`src/rtl/assert_macros.svh`:
```
// ----------------------------------------------------------------------------
// Assertion macros
// Concurrent assertion helpers clocked on clk and disabled while rst_n is low.
// ----------------------------------------------------------------------------
`ifndef ASSERT_MACROS_SVH
`define ASSERT_MACROS_SVH
`ifndef SYNTH
`define ABT_ASSERT_IMP(lbl, ante, cons) \
    lbl: assert property (@(posedge clk) disable iff (!rst_n) (ante) |-> (cons)) \
        else $error("assertion failed in same cycle");
`define ABT_ASSERT_NEXT(lbl, ante, cons) \
    lbl: assert property (@(posedge clk) disable iff (!rst_n) (ante) |=> (cons)) \
        else $error("assertion failed in next cycle");
`else
`define ABT_ASSERT_IMP(lbl, ante, cons)
`define ABT_ASSERT_NEXT(lbl, ante, cons)
`endif
`endif

```
`src/rtl/abt_pkg.sv`:
```
// ----------------------------------------------------------------------------
// abt_pkg
// Types, codes and helper functions shared by the ban tracker modules.
// ----------------------------------------------------------------------------
package abt_pkg;

    localparam int IN_W  = 184;
    localparam int OUT_W = 104;

    localparam logic [2:0] REG_ABUSE_THR = 3'd0;
    localparam logic [2:0] REG_BASE_BAN  = 3'd1;
    localparam logic [2:0] REG_GROWTH    = 3'd2;
    localparam logic [2:0] REG_BL_EN     = 3'd3;
    localparam logic [2:0] REG_BL_THR    = 3'd4;
    localparam logic [2:0] REG_STALE     = 3'd5;

    typedef enum logic [2:0] {
        ACT_BLOCKED = 3'd0,
        ACT_WHITE   = 3'd1,
        ACT_WATCH   = 3'd2,
        ACT_BANNED  = 3'd3,
        ACT_BLACK   = 3'd4,
        ACT_FULL    = 3'd5
    } action_t;

    typedef enum logic [1:0] {
        KIND_NORMAL  = 2'd0,
        KIND_BLOCKED = 2'd1,
        KIND_WHITE   = 2'd2
    } kind_t;

    typedef struct packed {
        logic [31:0] abuse_thr;
        logic [31:0] base_ban;
        logic [4:0]  growth;
        logic        bl_en;
        logic [31:0] bl_thr;
        logic [31:0] stale;
    } cfg_t;

    typedef struct packed {
        logic [63:0] hi;
        logic [63:0] lo;
        logic        v6;
    } addr_t;

    typedef struct packed {
        addr_t       addr;
        logic [15:0] danger;
        logic [31:0] now;
        kind_t       kind;
    } req_t;

    typedef struct packed {
        addr_t       addr;
        logic [15:0] hits;
        logic [31:0] danger;
        logic [31:0] first;
    } pent_t;

    typedef struct packed {
        addr_t       addr;
        logic [15:0] count;
        logic [31:0] danger;
        logic [31:0] last;
    } oent_t;

    function automatic logic [31:0] sat_add32(input logic [31:0] a, input logic [31:0] b);
        logic [32:0] s;
        s = {1'b0, a} + {1'b0, b};
        return s[32] ? 32'hFFFF_FFFF : s[31:0];
    endfunction

    function automatic logic [15:0] sat_inc16(input logic [15:0] a);
        return (a == 16'hFFFF) ? a : a + 16'd1;
    endfunction

endpackage

```
`src/rtl/abt_front.sv`:
```
// ----------------------------------------------------------------------------
// abt_front
// Accepts report requests, classifies them and queues them for the engine.
// ----------------------------------------------------------------------------
module abt_front
(
    input  logic                      clk,
    input  logic                      rst_n,
    input  logic                      s_tvalid,
    output logic                      s_tready,
    // addr_high, addr_low, addr_is_v6, danger, now_seconds, already_blocked,
    // whitelisted, zero pad
    input  logic [abt_pkg::IN_W-1:0]  s_tdata,
    output logic                      req_valid,
    input  logic                      req_ready,
    output abt_pkg::req_t             req
);

    abt_pkg::req_t q_reg [2];
    logic          wptr_reg;
    logic          rptr_reg;
    logic [1:0]    cnt_reg;
    abt_pkg::req_t in_req;
    logic          push;
    logic          pop;

    always_comb
    begin
        in_req.addr.hi = s_tdata[63:0];
        in_req.addr.lo = s_tdata[127:64];
        in_req.addr.v6 = s_tdata[128];
        in_req.danger  = s_tdata[144:129];
        in_req.now     = s_tdata[176:145];
        // Blocked takes precedence over whitelisted.
        if (s_tdata[177])
            in_req.kind = abt_pkg::KIND_BLOCKED;
        else if (s_tdata[178])
            in_req.kind = abt_pkg::KIND_WHITE;
        else
            in_req.kind = abt_pkg::KIND_NORMAL;
    end

    assign s_tready  = (cnt_reg != 2'd2);
    assign req_valid = (cnt_reg != 2'd0);
    assign req       = q_reg[rptr_reg];
    assign push      = s_tvalid && s_tready;
    assign pop       = req_valid && req_ready;

    always_ff @(posedge clk or negedge rst_n)
    begin
        if (!rst_n)
        begin
            wptr_reg <= 1'b0;
            rptr_reg <= 1'b0;
            cnt_reg  <= 2'd0;
        end
        else
        begin
            if (push)
                wptr_reg <= ~wptr_reg;
            if (pop)
                rptr_reg <= ~rptr_reg;
            cnt_reg <= cnt_reg + {1'b0, push} - {1'b0, pop};
        end
    end

    always_ff @(posedge clk)
    begin
        if (push)
            q_reg[wptr_reg] <= in_req;
    end

endmodule

```
`config.mk`:
```
export PLATFORM = sky130hd
export DESIGN_NAME = abt_front
export DESIGN_NICKNAME = d
export VERILOG_FILES = /design/src/rtl/assert_macros.svh /design/src/rtl/abt_pkg.sv /design/src/rtl/abt_front.sv
export SDC_FILE = /design/constraint.sdc
export NUM_CORES = 1
export LEC_CHECK = 0
export BUFFER_PORTS_ARGS = -buffer_cell sky130_fd_sc_hd__buf_2
export CAP_MARGIN = 5
export CORE_UTILIZATION = 52
export CTS_CLUSTER_SIZE = 12
export DETAILED_ROUTE_END_ITERATION = 7
export GPL_ROUTABILITY_DRIVEN = 0
export GPL_TIMING_DRIVEN = 0
export PLACE_DENSITY = 0.9
export SETUP_SLACK_MARGIN = 0.4
export SLEW_MARGIN = 10
export SYNTH_ARGS = -nofsm -noshare
export SYNTH_HDL_FRONTEND = slang
export SYNTH_SLANG_ARGS = --single-unit
```
`constraint.sdc`:
```
create_clock -name clk -period 9.6 [get_ports clk]
set_input_delay 2.88 -clock clk [delete_from_list [all_inputs] [get_ports clk]]
set_output_delay 2.88 -clock clk [all_outputs]
set_load 0.005 [all_outputs]
```
==> metrics <==
status=complete, no violations; global-route wire length before repair=39.28 mm; initial antenna violation count=5; Post-CTS Setup Bufs=0; flip-flop count of the largest register after layout=358; RSZ-0062 raised after global routing=false; reg2reg setup slack=7300 ps; Worst Path Required=6720 ps; worst clock skew=11.52 ps; CTS Hold Bufs=0; busiest layer in global routing=met2; worst rel slew slack=60.19%; hold path cells=1; Skew-Pair Late Insertion Delay=500 ps; R2R depth=6; CTS Buf Count=37; die width=161.2 um; reg-to-reg critical path startpoint=cnt_reg[0]$_DFF_PN0_; syn_area_per_cell=22.72 um2; Syn Nets=769; remaining global-route overflow=0; Post-DRT Antenna Nets=0; number of synthesized flops with an enable pin=358; Max FO, Critical Path=10; Gate Count Post-Synth=580; Final min period=4939 ps; DR pass1 iterations=4; Seq/Total Area, Yosys=82.36%; Synth cell types=19; FP Rows=57; Pins Over Slew Limit=0; starting density of the core=53.55%; Die Y=161.2 um; Core Area=24,600 um2; post-DP HPWL=18.17 mm; layout cells sized above 1=61.71%; vias per cell=5.164; clk sinks=362; vias in the first global route=7,427; HP Start=wptr_reg$_DFFE_PN0P_; CP arrival=2060 ps; Final TNS setup=0 ps; via count=6,904; asr flop ratio synth=1.105%; die area=25,980 um2; H-tree Lvls=2; Top Ports=369; synth warn=0; Final Cycle Share=51.45%; total track usage=19.89%; Placement Setup Slack=4887 ps; Power Density=296.7 nW/um2; Mapped Area=13,180 um2; Leakage=0.006277 uW; Max Freq=0.2025 GHz; final-report setup violation count=0; drt total wl=26.16 mm; Worst Setup Start Kind=flop; worst-margin pin slew=595.8 ps; MaxCap Viol Count=0; met2 usage=37.28%; number of gates resized after CTS=0; iteration-0 DRC count of the detailed router=388; Final Hold Fails=0; Hold EP=wptr_reg$_DFFE_PN0P_; clock tree buffer depth=3; Worst-path clk slew=50 ps; R2R Path End=q_reg[0][76]$_DFFE_PP_; VDD IR max=0.0002349 V; most common flop cell mapped by yosys=edfxtp_1; Area Overhead vs Synth=26.81%; root buffer cell=clkbuf_16; PortBufs=363; CP Class=reg2out; CTS tree=built; M1 GR Usage=20.82%; pin count of the biggest net entering global routing=63; GR Util met3=5.907%; flops & latches, synth=362; CP endpoint kind=primary output; setup ws final=4661 ps; min-delay worst type=reg2reg; Avg WL per Cell=19.57 um; Post-route DRC=0; Final #Nets=1,181
==> layout make-up <==
| type | instances | area (um2) |
|---|---|---|
| Sequential cell | 362 | 10850 |
| Fill cell | 1589 | 7898 |
| Multi-Input combinational cell | 198 | 2167 |
| Timing Repair Buffer | 373 | 2054 |
| Clock buffer | 50 | 1017 |
| Tap cell | 324 | 405.4 |
| Buffer | 20 | 168.9 |
| Clock inverter | 5 | 31.28 |
| Antenna cell | 5 | 12.51 |
==> synthesized netlist by cell type, drive strengths merged (2+ instances only) <==
| library cell | count | area share [%] |
|---|---|---|
| buf | 20 | 1.3 |
| nor2 | 3 | 0.085 |
| xnor2 | 3 | 0.20 |
| edfxtp | 358 | 82 |
| nand2 | 2 | 0.057 |
| dfrtp | 4 | 0.76 |
| mux2 | 179 | 15 |
==> kinds of logic (layout without fill, tap and decap cells) <==
family,after synthesis,count (layout),synth area share (%)
and+or+nand+nor,12,12,0.5414
other,0,5,0
AOI/OAI and AO/OA,3,3,0.2279
muxes,179,179,15.30
xor gates and xnor gates,3,3,0.1995
buffers and inverters,20,448,1.282
DFF,362,362,82.36
adders and majority gates,1,1,0.09495
==> layer usage <==
| layer | routed length (um) | share of wire, % |
|---|---|---|
| met5 | 0 | 0 |
| met4 | 784 | 3.0 |
| met3 | 2018 | 7.7 |
| met2 | 14220 | 54 |
| met1 | 9133 | 35 |
==> per-stage QoR <==
stage	power (uW)	instances	hold slack, ps	instance area, um2	util [%]
2_1_floorplan	3106	580	478.6	13180	-
3_3_place_gp	3689	1267	493.7	15400	62.59
3_5_place_dp	3740	1277	566.8	15650	63.59
4_1_cts	5014	1332	574.7	16690	67.85
5_1_grt	5178	1335	596.2	16700	67.88
6_report	4956	1337	575.9	16710	67.90
==> worst max-delay path by stage <==
stage | startpoint | to | cells past startpoint
floorplan | s_tvalid | q_reg[0][0]$_DFFE_PP_ | 2
global route | rptr_reg$_DFFE_PN0P_ | req[77] | 5
CTS | rptr_reg$_DFFE_PN0P_ | req[77] | 5
global placement | s_tvalid | q_reg[0][163]$_DFFE_PP_ | 3
finish | rptr_reg$_DFFE_PN0P_ | req[77] | 5
detailed placement | s_tvalid | q_reg[0][168]$_DFFE_PP_ | 6
==> power by group <==
| group | internal [uW] | switching (uW) |
|---|---|---|
| clock | 735 | 525 |
| combinational | 737 | 723 |
| sequential | 2160 | 81.0 |
==> layout by cell type, fill, tap and decap left out, drive strengths merged, types with 2 or more instances in the layout <==
| master | instances |
|---|---|
| clkinv | 3 |
| diode | 5 |
| dfrtp | 4 |
| nand2 | 2 |
| mux2 | 179 |
| xnor2 | 3 |
| nor2 | 3 |
| edfxtp | 358 |
| clkbuf | 50 |
| buf | 393 |
==> worst max-delay path, stage by stage, from the launching register on <==
cell and delay, ps:
dfrtp_1 310, buf_2 260, buf_6 260, buf_6 190
mux2_2 380, buf_2 140
(Power assumes the default switching activity.)
